## config.mk

```make
export PLATFORM = sky130hd
export DESIGN_NAME = weighted_cluster_moments_top_flat
export DESIGN_NICKNAME = d
export VERILOG_FILES = /design/src/design/wcm_pkg.sv /design/src/design/wcm_hit_if.sv /design/src/design/wcm_result_if.sv /design/src/design/wcm_ctrl.sv /design/src/design/wcm_dp.sv /design/src/design/weighted_cluster_moments_top.sv /design/src/flat_wrapper.sv
export VERILOG_INCLUDE_DIRS = /design/src /design/src/design
export SDC_FILE = /design/constraint.sdc
export NUM_CORES = 2
export LEC_CHECK = 0
export BUFFER_PORTS_ARGS = -buffer_cell sky130_fd_sc_hd__buf_2
export CAP_MARGIN = 10
export CORE_MARGIN = 2
export CORE_UTILIZATION = 36
export CTS_CLUSTER_DIAMETER = 120
export DETAILED_ROUTE_END_ITERATION = 10
export SYNTH_ARGS = -nofsm -noshare
export SYNTH_HDL_FRONTEND = slang
export SYNTH_SLANG_ARGS = --single-unit
```

## constraint.sdc

```tcl
create_clock -name clk -period 30.7 [get_ports clk]
set_input_delay 6.14 -clock clk [delete_from_list [all_inputs] [get_ports clk]]
set_output_delay 6.14 -clock clk [all_outputs]
set_load 0.01 [all_outputs]
```

## src/design/weighted_cluster_moments_top_assert.svh

```systemverilog
// ----------------------------------------------------------------------------
// weighted cluster moments assertion macros
// concurrent checks on the rising edge of clk, masked while rst is high
// ----------------------------------------------------------------------------
`ifndef WEIGHTED_CLUSTER_MOMENTS_TOP_ASSERT_SVH
`define WEIGHTED_CLUSTER_MOMENTS_TOP_ASSERT_SVH

// same-cycle implication
`define WCM_ASSERT_IMP(lbl, ante, cons) \
  lbl: assert property (@(posedge clk) disable iff (rst) (ante) |-> (cons)) \
    else $error("wcm check failed");

// next-cycle implication
`define WCM_ASSERT_NEXT(lbl, ante, cons) \
  lbl: assert property (@(posedge clk) disable iff (rst) (ante) |=> (cons)) \
    else $error("wcm check failed");

`endif

```

## src/design/wcm_pkg.sv

```systemverilog
// ----------------------------------------------------------------------------
// wcm_pkg
// field widths, moment indexes, status codes and controller command types
// ----------------------------------------------------------------------------
package wcm_pkg;

  localparam int CHARGE_W = 12;
  localparam int COORD_W  = 12;
  localparam int MEAN1_W  = 20;
  localparam int MEAN2_W  = 31;
  localparam int MEANX_W  = 32;
  localparam int OUT_W    = 32;
  localparam int TOTAL_W  = 20;
  localparam int HITS_W   = 8;
  localparam int STATUS_W = 2;
  localparam int NUM_MOM  = 9;
  localparam int IDX_W    = 4;

  localparam logic [IDX_W-1:0] MOM_X  = 4'd0;
  localparam logic [IDX_W-1:0] MOM_Y  = 4'd1;
  localparam logic [IDX_W-1:0] MOM_Z  = 4'd2;
  localparam logic [IDX_W-1:0] MOM_XX = 4'd3;
  localparam logic [IDX_W-1:0] MOM_YY = 4'd4;
  localparam logic [IDX_W-1:0] MOM_ZZ = 4'd5;
  localparam logic [IDX_W-1:0] MOM_XY = 4'd6;
  localparam logic [IDX_W-1:0] MOM_YZ = 4'd7;
  localparam logic [IDX_W-1:0] MOM_ZX = 4'd8;

  localparam logic [STATUS_W-1:0] ST_OK   = 2'd0;
  localparam logic [STATUS_W-1:0] ST_ZERO = 2'd1;
  localparam logic [STATUS_W-1:0] ST_DROP = 2'd2;

  typedef struct packed {
    logic             capture;
    logic             check;
    logic             mul;
    logic             acc;
    logic             div_load;
    logic             div_step;
    logic             div_store;
    logic             publish;
    logic [IDX_W-1:0] idx;
  } wcm_cmd_t;

  typedef struct packed {
    logic full;
    logic out_busy;
  } wcm_stat_t;

endpackage

```

## src/design/wcm_hit_if.sv

```systemverilog
// ----------------------------------------------------------------------------
// wcm_hit_if
// hit channel: valid/ready handshake with start flag, charge and position
// ----------------------------------------------------------------------------
interface wcm_hit_if
  import wcm_pkg::*;
();

  logic                       valid;
  logic                       ready;
  logic                       start_cluster;
  logic        [CHARGE_W-1:0] charge;
  logic signed [COORD_W-1:0]  pos_x;
  logic signed [COORD_W-1:0]  pos_y;
  logic signed [COORD_W-1:0]  pos_z;

  modport source (
    output valid, start_cluster, charge, pos_x, pos_y, pos_z,
    input  ready
  );

  modport sink (
    input  valid, start_cluster, charge, pos_x, pos_y, pos_z,
    output ready
  );

endinterface

```

## src/design/wcm_result_if.sv

```systemverilog
// ----------------------------------------------------------------------------
// wcm_result_if
// result channel: valid/ready handshake with means, totals and status
// ----------------------------------------------------------------------------
interface wcm_result_if
  import wcm_pkg::*;
();

  logic                       valid;
  logic                       ready;
  logic signed [MEAN1_W-1:0]  mean_x;
  logic signed [MEAN1_W-1:0]  mean_y;
  logic signed [MEAN1_W-1:0]  mean_z;
  logic        [MEAN2_W-1:0]  mean_xx;
  logic        [MEAN2_W-1:0]  mean_yy;
  logic        [MEAN2_W-1:0]  mean_zz;
  logic signed [MEANX_W-1:0]  mean_xy;
  logic signed [MEANX_W-1:0]  mean_yz;
  logic signed [MEANX_W-1:0]  mean_zx;
  logic        [TOTAL_W-1:0]  total_charge;
  logic        [HITS_W-1:0]   hits_in_cluster;
  logic        [STATUS_W-1:0] status;

  modport source (
    output valid, mean_x, mean_y, mean_z, mean_xx, mean_yy, mean_zz,
           mean_xy, mean_yz, mean_zx, total_charge, hits_in_cluster, status,
    input  ready
  );

  modport sink (
    input  valid, mean_x, mean_y, mean_z, mean_xx, mean_yy, mean_zz,
           mean_xy, mean_yz, mean_zx, total_charge, hits_in_cluster, status,
    output ready
  );

endinterface

```

## src/design/wcm_ctrl.sv

```systemverilog
// ----------------------------------------------------------------------------
// wcm_ctrl
// sequencer: capture, multiply-accumulate of nine moments, nine serial divides
// ----------------------------------------------------------------------------
module wcm_ctrl
  import wcm_pkg::*;
#(
  parameter int FRAC_BITS = 8
) (
  input  logic      clk,
  input  logic      rst,
  input  logic      in_valid,
  output logic      in_ready,
  input  wcm_stat_t stat,
  output wcm_cmd_t  cmd
);

  localparam int Q_W    = 2 * COORD_W - 1 + FRAC_BITS;
  localparam int ITER_W = $clog2(Q_W);

  typedef enum logic [7:0] {
    S_IDLE   = 8'b0000_0001,
    S_CHECK  = 8'b0000_0010,
    S_MUL    = 8'b0000_0100,
    S_ACC    = 8'b0000_1000,
    S_DLOAD  = 8'b0001_0000,
    S_DITER  = 8'b0010_0000,
    S_DSTORE = 8'b0100_0000,
    S_OUT    = 8'b1000_0000
  } state_t;

  state_t              state, state_next;
  logic [IDX_W-1:0]    idx, idx_next;
  logic [ITER_W-1:0]   iter, iter_next;

  always_ff @(posedge clk) begin
    if (rst) begin
      state <= S_IDLE;
      idx   <= MOM_X;
      iter  <= '0;
    end else begin
      state <= state_next;
      idx   <= idx_next;
      iter  <= iter_next;
    end
  end

  always_comb begin
    state_next = state;
    idx_next   = idx;
    iter_next  = iter;
    cmd        = '0;
    cmd.idx    = idx;
    in_ready   = 1'b0;
    case (state)
      S_IDLE: begin
        in_ready = !rst;
        if (in_valid && !rst) begin
          cmd.capture = 1'b1;
          state_next  = S_CHECK;
        end
      end
      S_CHECK: begin
        cmd.check  = 1'b1;
        idx_next   = MOM_X;
        state_next = stat.full ? S_DLOAD : S_MUL;
      end
      S_MUL: begin
        cmd.mul    = 1'b1;
        state_next = S_ACC;
      end
      S_ACC: begin
        cmd.acc = 1'b1;
        if (idx == MOM_ZX) begin
          idx_next   = MOM_X;
          state_next = S_DLOAD;
        end else begin
          idx_next   = idx + 1'b1;
          state_next = S_MUL;
        end
      end
      S_DLOAD: begin
        cmd.div_load = 1'b1;
        iter_next    = '0;
        state_next   = S_DITER;
      end
      S_DITER: begin
        cmd.div_step = 1'b1;
        iter_next    = iter + 1'b1;
        if (iter == ITER_W'(Q_W - 1)) begin
          state_next = S_DSTORE;
        end
      end
      S_DSTORE: begin
        cmd.div_store = 1'b1;
        if (idx == MOM_ZX) begin
          idx_next   = MOM_X;
          state_next = S_OUT;
        end else begin
          idx_next   = idx + 1'b1;
          state_next = S_DLOAD;
        end
      end
      S_OUT: begin
        if (!stat.out_busy) begin
          cmd.publish = 1'b1;
          state_next  = S_IDLE;
        end
      end
      default: begin
        state_next = S_IDLE;
      end
    endcase
  end

endmodule

```

## src/design/wcm_dp.sv

```systemverilog
// ----------------------------------------------------------------------------
// wcm_dp
// datapath: moment sums, shared multiplier, restoring divider, result register
// ----------------------------------------------------------------------------
module wcm_dp
  import wcm_pkg::*;
#(
  parameter int MAX_HITS  = 255,
  parameter int FRAC_BITS = 8
) (
  input  logic                       clk,
  input  logic                       rst,
  input  logic                       start_cluster,
  input  logic        [CHARGE_W-1:0] charge,
  input  logic signed [COORD_W-1:0]  pos_x,
  input  logic signed [COORD_W-1:0]  pos_y,
  input  logic signed [COORD_W-1:0]  pos_z,
  input  wcm_cmd_t                   cmd,
  output wcm_stat_t                  stat,
  wcm_result_if.source               result
);

  localparam int HIT_W  = $clog2(MAX_HITS + 1);
  localparam int WSUM_W = CHARGE_W + HIT_W;
  localparam int SUM_W  = CHARGE_W + 2 * COORD_W + HIT_W;
  localparam int P1_W   = CHARGE_W + COORD_W;
  localparam int PROD_W = P1_W + COORD_W;
  localparam int SQ_W   = 2 * COORD_W - 1;
  localparam int Q_W    = SQ_W + FRAC_BITS;
  localparam int R_W    = (Q_W + 1 > OUT_W) ? Q_W + 1 : OUT_W;

  // captured hit
  logic        [CHARGE_W-1:0] w;
  logic signed [COORD_W-1:0]  x, y, z;

  // cluster state
  logic        [WSUM_W-1:0]   weight;
  logic        [HIT_W-1:0]    count;
  logic signed [SUM_W-1:0]    sums [NUM_MOM];
  logic signed [P1_W-1:0]     wp [3];
  logic                       dropped;

  // multiplier
  logic signed [P1_W-1:0]     wext;
  logic signed [P1_W-1:0]     opa;
  logic signed [COORD_W-1:0]  opb;
  logic signed [PROD_W-1:0]   prod_next;
  logic signed [PROD_W-1:0]   prod;

  // divider
  logic signed [SUM_W-1:0]    sel_sum;
  logic        [SUM_W-1:0]    mag;
  logic                       neg;
  logic        [WSUM_W-1:0]   rem;
  logic        [Q_W-1:0]      dq;
  logic        [Q_W-1:0]      quo;
  logic        [WSUM_W:0]     trial;
  logic                       ge;
  logic signed [Q_W:0]        qs;
  logic signed [R_W-1:0]      res;
  logic        [OUT_W-1:0]    means [NUM_MOM];

  // result register
  logic                       out_valid;
  logic        [OUT_W-1:0]    out_means [NUM_MOM];
  logic        [TOTAL_W-1:0]  out_total;
  logic        [HITS_W-1:0]   out_hits;
  logic        [STATUS_W-1:0] out_status;

  logic                       full;
  logic                       wzero;

  assign full  = (count >= HIT_W'(MAX_HITS));
  assign wzero = (weight == '0);

  assign stat.full     = full;
  assign stat.out_busy = out_valid && !result.ready;

  // operand select for the nine products
  assign wext = signed'({{COORD_W{1'b0}}, w});

  always_comb begin
    opa = wext;
    opb = x;
    case (cmd.idx)
      MOM_X:   begin opa = wext;  opb = x; end
      MOM_Y:   begin opa = wext;  opb = y; end
      MOM_Z:   begin opa = wext;  opb = z; end
      MOM_XX:  begin opa = wp[0]; opb = x; end
      MOM_YY:  begin opa = wp[1]; opb = y; end
      MOM_ZZ:  begin opa = wp[2]; opb = z; end
      MOM_XY:  begin opa = wp[0]; opb = y; end
      MOM_YZ:  begin opa = wp[1]; opb = z; end
      MOM_ZX:  begin opa = wp[2]; opb = x; end
      default: begin opa = wext;  opb = x; end
    endcase
  end

  assign prod_next = opa * opb;

  // sign and magnitude of the selected sum
  assign sel_sum = sums[cmd.idx];
  assign mag     = sel_sum[SUM_W-1] ? SUM_W'(-sel_sum) : SUM_W'(sel_sum);

  // one quotient bit per step
  assign trial = {rem, dq[Q_W-1]};
  assign ge    = (trial >= {1'b0, weight});
  assign qs    = neg ? -signed'({1'b0, quo}) : signed'({1'b0, quo});
  assign res   = R_W'(qs);

  always_ff @(posedge clk) begin
    if (rst) begin
      weight  <= '0;
      count   <= '0;
      dropped <= 1'b0;
      for (int i = 0; i < NUM_MOM; i++) begin
        sums[i] <= '0;
      end
    end else begin
      if (cmd.capture && start_cluster) begin
        weight <= '0;
        count  <= '0;
        for (int i = 0; i < NUM_MOM; i++) begin
          sums[i] <= '0;
        end
      end
      if (cmd.check) begin
        dropped <= full;
        if (!full) begin
          weight <= weight + WSUM_W'(w);
          count  <= count + 1'b1;
        end
      end
      if (cmd.acc) begin
        sums[cmd.idx] <= sums[cmd.idx] + SUM_W'(prod);
      end
    end
  end

  always_ff @(posedge clk) begin
    if (cmd.capture) begin
      w <= charge;
      x <= pos_x;
      y <= pos_y;
      z <= pos_z;
    end
    if (cmd.mul) begin
      prod <= prod_next;
    end
    if (cmd.acc && (cmd.idx <= MOM_Z)) begin
      wp[cmd.idx[1:0]] <= P1_W'(prod);
    end
    if (cmd.div_load) begin
      neg <= sel_sum[SUM_W-1];
      rem <= WSUM_W'(mag >> SQ_W);
      dq  <= Q_W'(mag[SQ_W-1:0]) << FRAC_BITS;
      quo <= '0;
    end
    if (cmd.div_step) begin
      rem <= ge ? WSUM_W'(trial - {1'b0, weight}) : WSUM_W'(trial);
      dq  <= dq << 1;
      quo <= {quo[Q_W-2:0], ge};
    end
    if (cmd.div_store) begin
      means[cmd.idx] <= wzero ? '0 : res[OUT_W-1:0];
    end
  end

  // result word
  always_ff @(posedge clk) begin
    if (rst) begin
      out_valid <= 1'b0;
    end else if (cmd.publish) begin
      out_valid <= 1'b1;
    end else if (result.ready) begin
      out_valid <= 1'b0;
    end
  end

  always_ff @(posedge clk) begin
    if (cmd.publish) begin
      for (int i = 0; i < NUM_MOM; i++) begin
        out_means[i] <= means[i];
      end
      out_total  <= TOTAL_W'(weight);
      out_hits   <= HITS_W'(count);
      out_status <= dropped ? ST_DROP : (wzero ? ST_ZERO : ST_OK);
    end
  end

  assign result.valid           = out_valid;
  assign result.mean_x          = out_means[MOM_X][MEAN1_W-1:0];
  assign result.mean_y          = out_means[MOM_Y][MEAN1_W-1:0];
  assign result.mean_z          = out_means[MOM_Z][MEAN1_W-1:0];
  assign result.mean_xx         = out_means[MOM_XX][MEAN2_W-1:0];
  assign result.mean_yy         = out_means[MOM_YY][MEAN2_W-1:0];
  assign result.mean_zz         = out_means[MOM_ZZ][MEAN2_W-1:0];
  assign result.mean_xy         = out_means[MOM_XY][MEANX_W-1:0];
  assign result.mean_yz         = out_means[MOM_YZ][MEANX_W-1:0];
  assign result.mean_zx         = out_means[MOM_ZX][MEANX_W-1:0];
  assign result.total_charge    = out_total;
  assign result.hits_in_cluster = out_hits;
  assign result.status          = out_status;

endmodule

```

## src/design/weighted_cluster_moments_top.sv

```systemverilog
// ----------------------------------------------------------------------------
// weighted_cluster_moments_top
// charge-weighted centroid and second moments of a cluster of detector hits
//
//   channel  dir  word
//   hit      in   start_cluster, charge, pos_x, pos_y, pos_z
//   result   out  nine means, total_charge, hits_in_cluster, status
//
// the bit-serial divider forms the nine means one after another, and a new hit
// is taken only once the sequencer is back in idle
// a dropped hit skips the multiply-accumulate steps
// a new hit is taken while the last result word waits on result.ready
// reset clears the cluster sums, the sequencer and the result valid
// ----------------------------------------------------------------------------
`include "weighted_cluster_moments_top_assert.svh"

module weighted_cluster_moments_top
  import wcm_pkg::*;
#(
  parameter int MAX_HITS  = 255,
  parameter int FRAC_BITS = 8
) (
  input  logic          clk,
  input  logic          rst,
  wcm_hit_if.sink       hit,
  wcm_result_if.source  result
);

  wcm_cmd_t  cmd;
  wcm_stat_t stat;
  logic      in_ready;

  assign hit.ready = in_ready;

  wcm_ctrl #(
    .FRAC_BITS (FRAC_BITS)
  ) u_ctrl (
    .clk      (clk),
    .rst      (rst),
    .in_valid (hit.valid),
    .in_ready (in_ready),
    .stat     (stat),
    .cmd      (cmd)
  );

  wcm_dp #(
    .MAX_HITS  (MAX_HITS),
    .FRAC_BITS (FRAC_BITS)
  ) u_dp (
    .clk           (clk),
    .rst           (rst),
    .start_cluster (hit.start_cluster),
    .charge        (hit.charge),
    .pos_x         (hit.pos_x),
    .pos_y         (hit.pos_y),
    .pos_z         (hit.pos_z),
    .cmd           (cmd),
    .stat          (stat),
    .result        (result)
  );

  // checks
  `WCM_ASSERT_IMP(a_take_starts_capture, hit.valid && hit.ready, cmd.capture)
  `WCM_ASSERT_NEXT(a_no_early_publish, hit.valid && hit.ready, !cmd.publish)
  `WCM_ASSERT_IMP(a_publish_when_free, cmd.publish, !(result.valid && !result.ready))
  `WCM_ASSERT_IMP(a_drop_only_full, result.valid && (result.status == ST_DROP), result.hits_in_cluster == HITS_W'(MAX_HITS))

endmodule
```

## src/flat_wrapper.sv

```systemverilog
// flat-port wrapper written by rule: the top's interface ports become plain ports
module weighted_cluster_moments_top_flat import wcm_pkg::*;
#(
  parameter int MAX_HITS  = 255,
  parameter int FRAC_BITS = 8
)
  (clk, rst, hit_valid, hit_start_cluster, hit_charge, hit_pos_x, hit_pos_y, hit_pos_z, hit_ready, result_valid, result_mean_x, result_mean_y, result_mean_z, result_mean_xx, result_mean_yy, result_mean_zz, result_mean_xy, result_mean_yz, result_mean_zx, result_total_charge, result_hits_in_cluster, result_status, result_ready);
  wcm_hit_if hit_i ();
  wcm_result_if result_i ();
  input  logic clk;
  input  logic rst;
  input wire logic [$bits(hit_i.valid)-1:0] hit_valid;
  input wire logic [$bits(hit_i.start_cluster)-1:0] hit_start_cluster;
  input wire logic [$bits(hit_i.charge)-1:0] hit_charge;
  input wire logic [$bits(hit_i.pos_x)-1:0] hit_pos_x;
  input wire logic [$bits(hit_i.pos_y)-1:0] hit_pos_y;
  input wire logic [$bits(hit_i.pos_z)-1:0] hit_pos_z;
  output wire logic [$bits(hit_i.ready)-1:0] hit_ready;
  output wire logic [$bits(result_i.valid)-1:0] result_valid;
  output wire logic [$bits(result_i.mean_x)-1:0] result_mean_x;
  output wire logic [$bits(result_i.mean_y)-1:0] result_mean_y;
  output wire logic [$bits(result_i.mean_z)-1:0] result_mean_z;
  output wire logic [$bits(result_i.mean_xx)-1:0] result_mean_xx;
  output wire logic [$bits(result_i.mean_yy)-1:0] result_mean_yy;
  output wire logic [$bits(result_i.mean_zz)-1:0] result_mean_zz;
  output wire logic [$bits(result_i.mean_xy)-1:0] result_mean_xy;
  output wire logic [$bits(result_i.mean_yz)-1:0] result_mean_yz;
  output wire logic [$bits(result_i.mean_zx)-1:0] result_mean_zx;
  output wire logic [$bits(result_i.total_charge)-1:0] result_total_charge;
  output wire logic [$bits(result_i.hits_in_cluster)-1:0] result_hits_in_cluster;
  output wire logic [$bits(result_i.status)-1:0] result_status;
  input wire logic [$bits(result_i.ready)-1:0] result_ready;
  assign hit_i.valid = hit_valid;
  assign hit_i.start_cluster = hit_start_cluster;
  assign hit_i.charge = hit_charge;
  assign hit_i.pos_x = hit_pos_x;
  assign hit_i.pos_y = hit_pos_y;
  assign hit_i.pos_z = hit_pos_z;
  assign hit_ready = hit_i.ready;
  assign result_valid = result_i.valid;
  assign result_mean_x = result_i.mean_x;
  assign result_mean_y = result_i.mean_y;
  assign result_mean_z = result_i.mean_z;
  assign result_mean_xx = result_i.mean_xx;
  assign result_mean_yy = result_i.mean_yy;
  assign result_mean_zz = result_i.mean_zz;
  assign result_mean_xy = result_i.mean_xy;
  assign result_mean_yz = result_i.mean_yz;
  assign result_mean_zx = result_i.mean_zx;
  assign result_total_charge = result_i.total_charge;
  assign result_hits_in_cluster = result_i.hits_in_cluster;
  assign result_status = result_i.status;
  assign result_i.ready = result_ready;
  weighted_cluster_moments_top #(.MAX_HITS(MAX_HITS), .FRAC_BITS(FRAC_BITS)) u_core (.clk(clk), .rst(rst), .hit(hit_i), .result(result_i));
endmodule
```

Yosys cells after proc, flatten, opt, wreduce, memory -nomap -nowiden
Memory sizes are Yosys's and may differ from the RTL's. A register that Yosys moved wholly into a read port is not among the register bits.
Index checks and enable logic that the tools add are counted.
{"block": "word_totals", "mem_bits_rw": 1044, "wordCells": 154, "out_inout_bits": 281, "n_memories": 4, "reg_bits": 236}
{"block": "op_classes", "bitwise_logic": 9, "n_mux": 70, "n_reduce_logical": 19, "n_mul": 1, "eq_ne": 20, "addsub": 8, "magnitude_cmp": 3}
{"memory": "u_core.u_dp.sums", "depth": 9, "word_bits": 44, "rd": 1, "rd_clocked_by_memory_dff": 1, "write_ports": 9, "line": "wcm_dp.sv:39", "text": "logic signed [SUM_W-1:0] sums [NUM_MOM];"}
{"memory": "u_core.u_dp.means", "depth": 9, "word_bits": 32, "rd": 9, "rd_clocked_by_memory_dff": 0, "write_ports": 1, "line": "wcm_dp.sv:61", "text": "logic [OUT_W-1:0] means [NUM_MOM];"}
{"memory": "u_core.u_dp.out_means", "depth": 9, "word_bits": 32, "rd": 9, "rd_clocked_by_memory_dff": 0, "write_ports": 9, "line": "wcm_dp.sv:65", "text": "logic [OUT_W-1:0] out_means [NUM_MOM];"}
{"memory": "u_core.u_dp.wp", "depth": 3, "word_bits": 24, "rd": 3, "rd_clocked_by_memory_dff": 0, "write_ports": 1, "line": "wcm_dp.sv:40", "text": "logic signed [P1_W-1:0] wp [3];"}
{"op": "two-way mux 44 bit", "n": 10}
{"op": "two-way mux 31 bit", "n": 4}
{"op": "two-way mux 20 bit", "n": 6}
{"op": "case mux 24 bit (3 select lines)", "n": 1}
{"op": "two-way mux 32 bit", "n": 2}
{"op": "case mux 8 bit (8 select lines)", "n": 1}
{"op": "two-way mux 8 bit", "n": 7}
{"op": "adder 44 x 36 -> 44 bit", "n": 1}
{"op": "OR reduction 44 bit", "n": 1}
{"op": "two-way mux 43 bit", "n": 1}
{"op": "negator 43 bit", "n": 1}
{"op": "multiplier 24 x 12 -> 36 bit", "n": 1}
{"op": "negator 31 -> 32 bit", "n": 1}
{"op": "two-way mux 1 bit", "n": 29}
{"op": "case mux 12 bit (2 select lines)", "n": 1}
{"op": "greater-or-equal comparator 21 x 20 -> 1 bit", "n": 1}
{"op": "adder 20 x 12 -> 20 bit", "n": 1}
{"op": "zero test 20 bit", "n": 1}
{"op": "subtractor 20 bit", "n": 1}
{"op": "equality test 4 x 3 -> 1 bit, second input constant", "n": 4}
{"op": "two-way mux 4 bit", "n": 4}
{"op": "two-way mux 5 bit", "n": 2}
{"op": "case mux 5 bit (2 select lines)", "n": 1}
{"op": "OR 1 bit", "n": 9}
{"op": "other kinds (25)", "n": 39}

Longest topological paths before layout
{"block": "depth", "ltp_word": 10, "depth_mapped": 32}

By module
A second synthesis with hierarchy kept.
{"block": "unflattened", "hier_cells": 4885, "area_unflattened_um2": 70357.5}
{"mod": "wcm_dp", "instances": 1, "area_each_um2": 69321.5, "cells_per_inst": 4759}
{"mod": "wcm_ctrl", "instances": 1, "area_each_um2": 1036.0, "cells_per_inst": 126}

Worst setup path before layout
No wires, ideal clock.
{"block": "synth_path", "kind": "input port to flip-flop", "start": "input result_ready", "end": "memory u_core.u_dp.out_means[0][0] (enable)", "arrival_time_ns": 18.499, "n_path_buf": 0, "cell_stages": 2, "t_required_ns": 29.743, "slack_ns": 11.245, "setup_ns": 0.957, "path_cell_list": "nand2b_1 -> nor2b_1"}
{"item": "from (decl)", "line": "flat_wrapper.sv:32", "text": "input wire logic [$bits(result_i.ready)-1:0] result_ready;"}
{"item": "to (decl)", "line": "wcm_dp.sv:65"}

Final worst setup path
{"block": "layout_path", "start": "input rst", "end": "output hit_ready"}
{"block": "layout_via", "elab_chain_cells": 2}
{"item": "from (decl)", "line": "flat_wrapper.sv:11", "text": "input logic rst;"}
{"item": "zero test 1 bit", "line": "wcm_ctrl.sv:57", "text": "in_ready = !rst;"}
{"item": "two-way mux 1 bit", "line": "wcm_ctrl.sv:55", "text": "case (state)"}
{"item": "to (decl)", "line": "flat_wrapper.sv:18", "text": "output wire logic [$bits(hit_i.ready)-1:0] hit_ready;"}
No other way between the ends.

==> impl_metrics.ini <==
[final_layout]
drive_above_1_share = 0.166
final_common_cell = edfxtp_1
mostFrequentLayoutCells = 1463 x edfxtp_1, 582 x nor2_1, 422 x inv_1, 368 x nand2_1, 334 x buf_2
areaGrowthSynthToFinish_pct = 14.0
finalNetCount = 5843

[timing]
hold_viol_final = 0
tightest_slew_ns = 1.19
rsz0062_at_grt = no
min_period_over_period = 0.427
setup_viol = 0
slew_headroom = 0.203
slew_viol_final = 0
post-route-min-period_ns = 13.10
setup_slack_ns = 17.60
fmax_ghz = 0.0763
finalSetupTns_ns = 0
clock_skew_ns = 0.0429

[cts]
cts_tree = done
hold_buffers = 0
clock_path_buffers = 3
cts_resized = 0
cts_sinks = 1514
post_cts_buffers = 0
clk_pin_slew_ns = 0.06
cts_root_buffer = clkbuf_16
worstSkewPairLatency_ns = 0.81
cts_htree_levels = 4
cts_buffers = 153

[power_and_ir_drop]
leakagePower_uw = 0.0297
clkPwrFrac = 0.308
switching_share = 0.311
p_int_uw = 4080
p_comb_frac = 0.272
seq_power_share = 0.420
ir_drop_mv = 0.122
switching_power_uw = 1840
powerDensity_nw_per_um2 = 73.1

[floorplanning]
start_util = 0.361
die_w_um = 448
die_h_um = 448
rows = 163
ioPinCount = 334
core_area_um2 = 197000
die_area_um2 = 201000

[place]
portBuffers = 333
dp_slack_ns = 17.58
place_congestion = 0.871
dpl.hpwl_mm = 116

[synthesis]
syn_nets = 5457
synth-edff-count = 1463
synth.avg_cell_area_um2 = 14.3
netlist_area_um2 = 71000
synth_cell_types = 82
synth-seq-cells = 1514
postSynth.asyncResetShare = 0
synth-main-ff-cell = edfxtp_1
synth_cells = 4983
seq_area_frac_synth = 0.633
yosysWarningCount = 0

[run]
drv.max_cap_violation_count = 0

[grt]
grt_overflow = 0
grt_usage = 0.175
grt_pass1_wl_mm = 265
grt_max_degree = 115
antenna_found_initial = 0
first_global_vias = 41499

[setup_path]
crit_path_max_fanout = 46
required_ns = 24.56
end_kind = primary output
worstSetupPathType = in -> out
cp-start-kind = input pin
arrival_ns = 6.96

[run_status]
status = complete, no violations

[detailed_routing]
ant_nets = 0
drc = 0
viasPerCell = 5.17
vias = 42047
dr.pass1.iters = 8
drt_wl_total_mm = 178
routedWlPerCell_um = 21.9
first_iter_violations = 3695

[min_path]
hold_class = reg -> reg
[flip-flops by register name, indices dropped and copies added (netlist names), 12 cells and up, named ones only]
name                             flops
u_core.u_dp.out_means              249
u_core.u_dp.w                       12
u_core.u_dp.y                       12
u_core.u_dp.x                       12
u_core.u_dp.dq                      23
u_core.u_dp.wp                      72
u_core.u_dp.means                  249
u_core.u_dp.weight                  20
u_core.u_dp.sums                   704
u_core.u_dp.prod                    36
u_core.u_dp.result.total_charge     20
u_core.u_dp.quo                     31
u_core.u_dp.rem                     20
u_core.u_dp.z                       12
[synth_stat cells, drive strengths merged (89+ instances only)]
master / n / area share
ha: 160 / 0.028
nand2: 381 / 0.020
a22oi: 92 / 0.0097
clkbuf: 172 / 0.0091
o21ai: 108 / 0.0076
mux4: 161 / 0.052
fa: 261 / 0.074
edfxtp: 1463 / 0.62
a21oi: 158 / 0.011
nor2: 592 / 0.031
xnor2: 89 / 0.011
inv: 424 / 0.022
[through the flow]
stage	hold slack [ns]	area (µm²)	util	power (µW)	std cells
2_1_floorplan	0.400	71000	-	3680	4983
3_3_place_gp	0.400	76100	0.387	4140	7851
3_5_place_dp	0.405	76100	0.387	4150	7851
4_1_cts	0.412	81000	0.411	5970	8124
5_1_grt	0.418	81000	0.412	6250	8127
6_report	0.413	81000	0.412	5920	8129
[logic make-up after synthesis]
family / after synthesis / share of synthesized area
buffers and inverters: 637 / 0.0358
AND/OR/NAND/NOR: 1373 / 0.0863
AO/OA/AOI/OAI: 638 / 0.0606
multiplexers: 238 / 0.0628
XOR/XNOR: 162 / 0.0200
flip-flops: 1514 / 0.633
adder cells (fa/ha/maj): 421 / 0.102
[worst max-delay path, cell delays in order]
cell and delay [ns]:
buf_2 0.08, buf_4 0.43, nor2_1 0.14, buf_2 0.17
[area by class of cell]
class / instances / area, µm²
fill: 17882 / 116000
sequential: 1514 / 45000
multi-input combinational: 2832 / 23700
clock buffer: 182 / 4000
tap: 2640 / 3300
timing repair buffer: 443 / 2500
inverter: 425 / 1600
clock inverter: 91 / 918
antenna: 2 / 5.00
[power by group through the flow]
| stage | Clock [µW] | Sequential (µW) | Combinational [µW] |
|---|---|---|---|
| floorplan | 0 | 2520 | 1160 |
| global placement | 0 | 2530 | 1610 |
| detailed placement | 0 | 2530 | 1620 |
| CTS | 1860 | 2490 | 1630 |
| global route | 1940 | 2490 | 1820 |
| finish | 1820 | 2490 | 1610 |
[final timing paths]
check / cells past startpoint / from / slack [ns] / endpoint
max reg2reg: 26 / u_core.u_ctrl.idx[0]$_SDFFE_PP0N_ / 21.02 / u_core.u_dp.prod[35]$_DFFE_PP_
min reg2reg: 0 / u_core.u_dp.means[3][14]$_DFFE_PP_ / 0.41 / u_core.u_dp.out_means[0][110]$_DFFE_PP_
min: 0 / u_core.u_dp.means[3][14]$_DFFE_PP_ / 0.41 / u_core.u_dp.out_means[0][110]$_DFFE_PP_
max: 4 / rst / 17.60 / hit_ready
[layer usage]
layer / global-route usage / share of wire / wire [µm]
met5: 0 / 0 / 0
met4: 0.0401 / 0.019 / 3370
met3: 0.0293 / 0.073 / 12900
met2: 0.290 / 0.48 / 85900
met1: 0.242 / 0.42 / 75600
(Power assumes the default switching activity.)
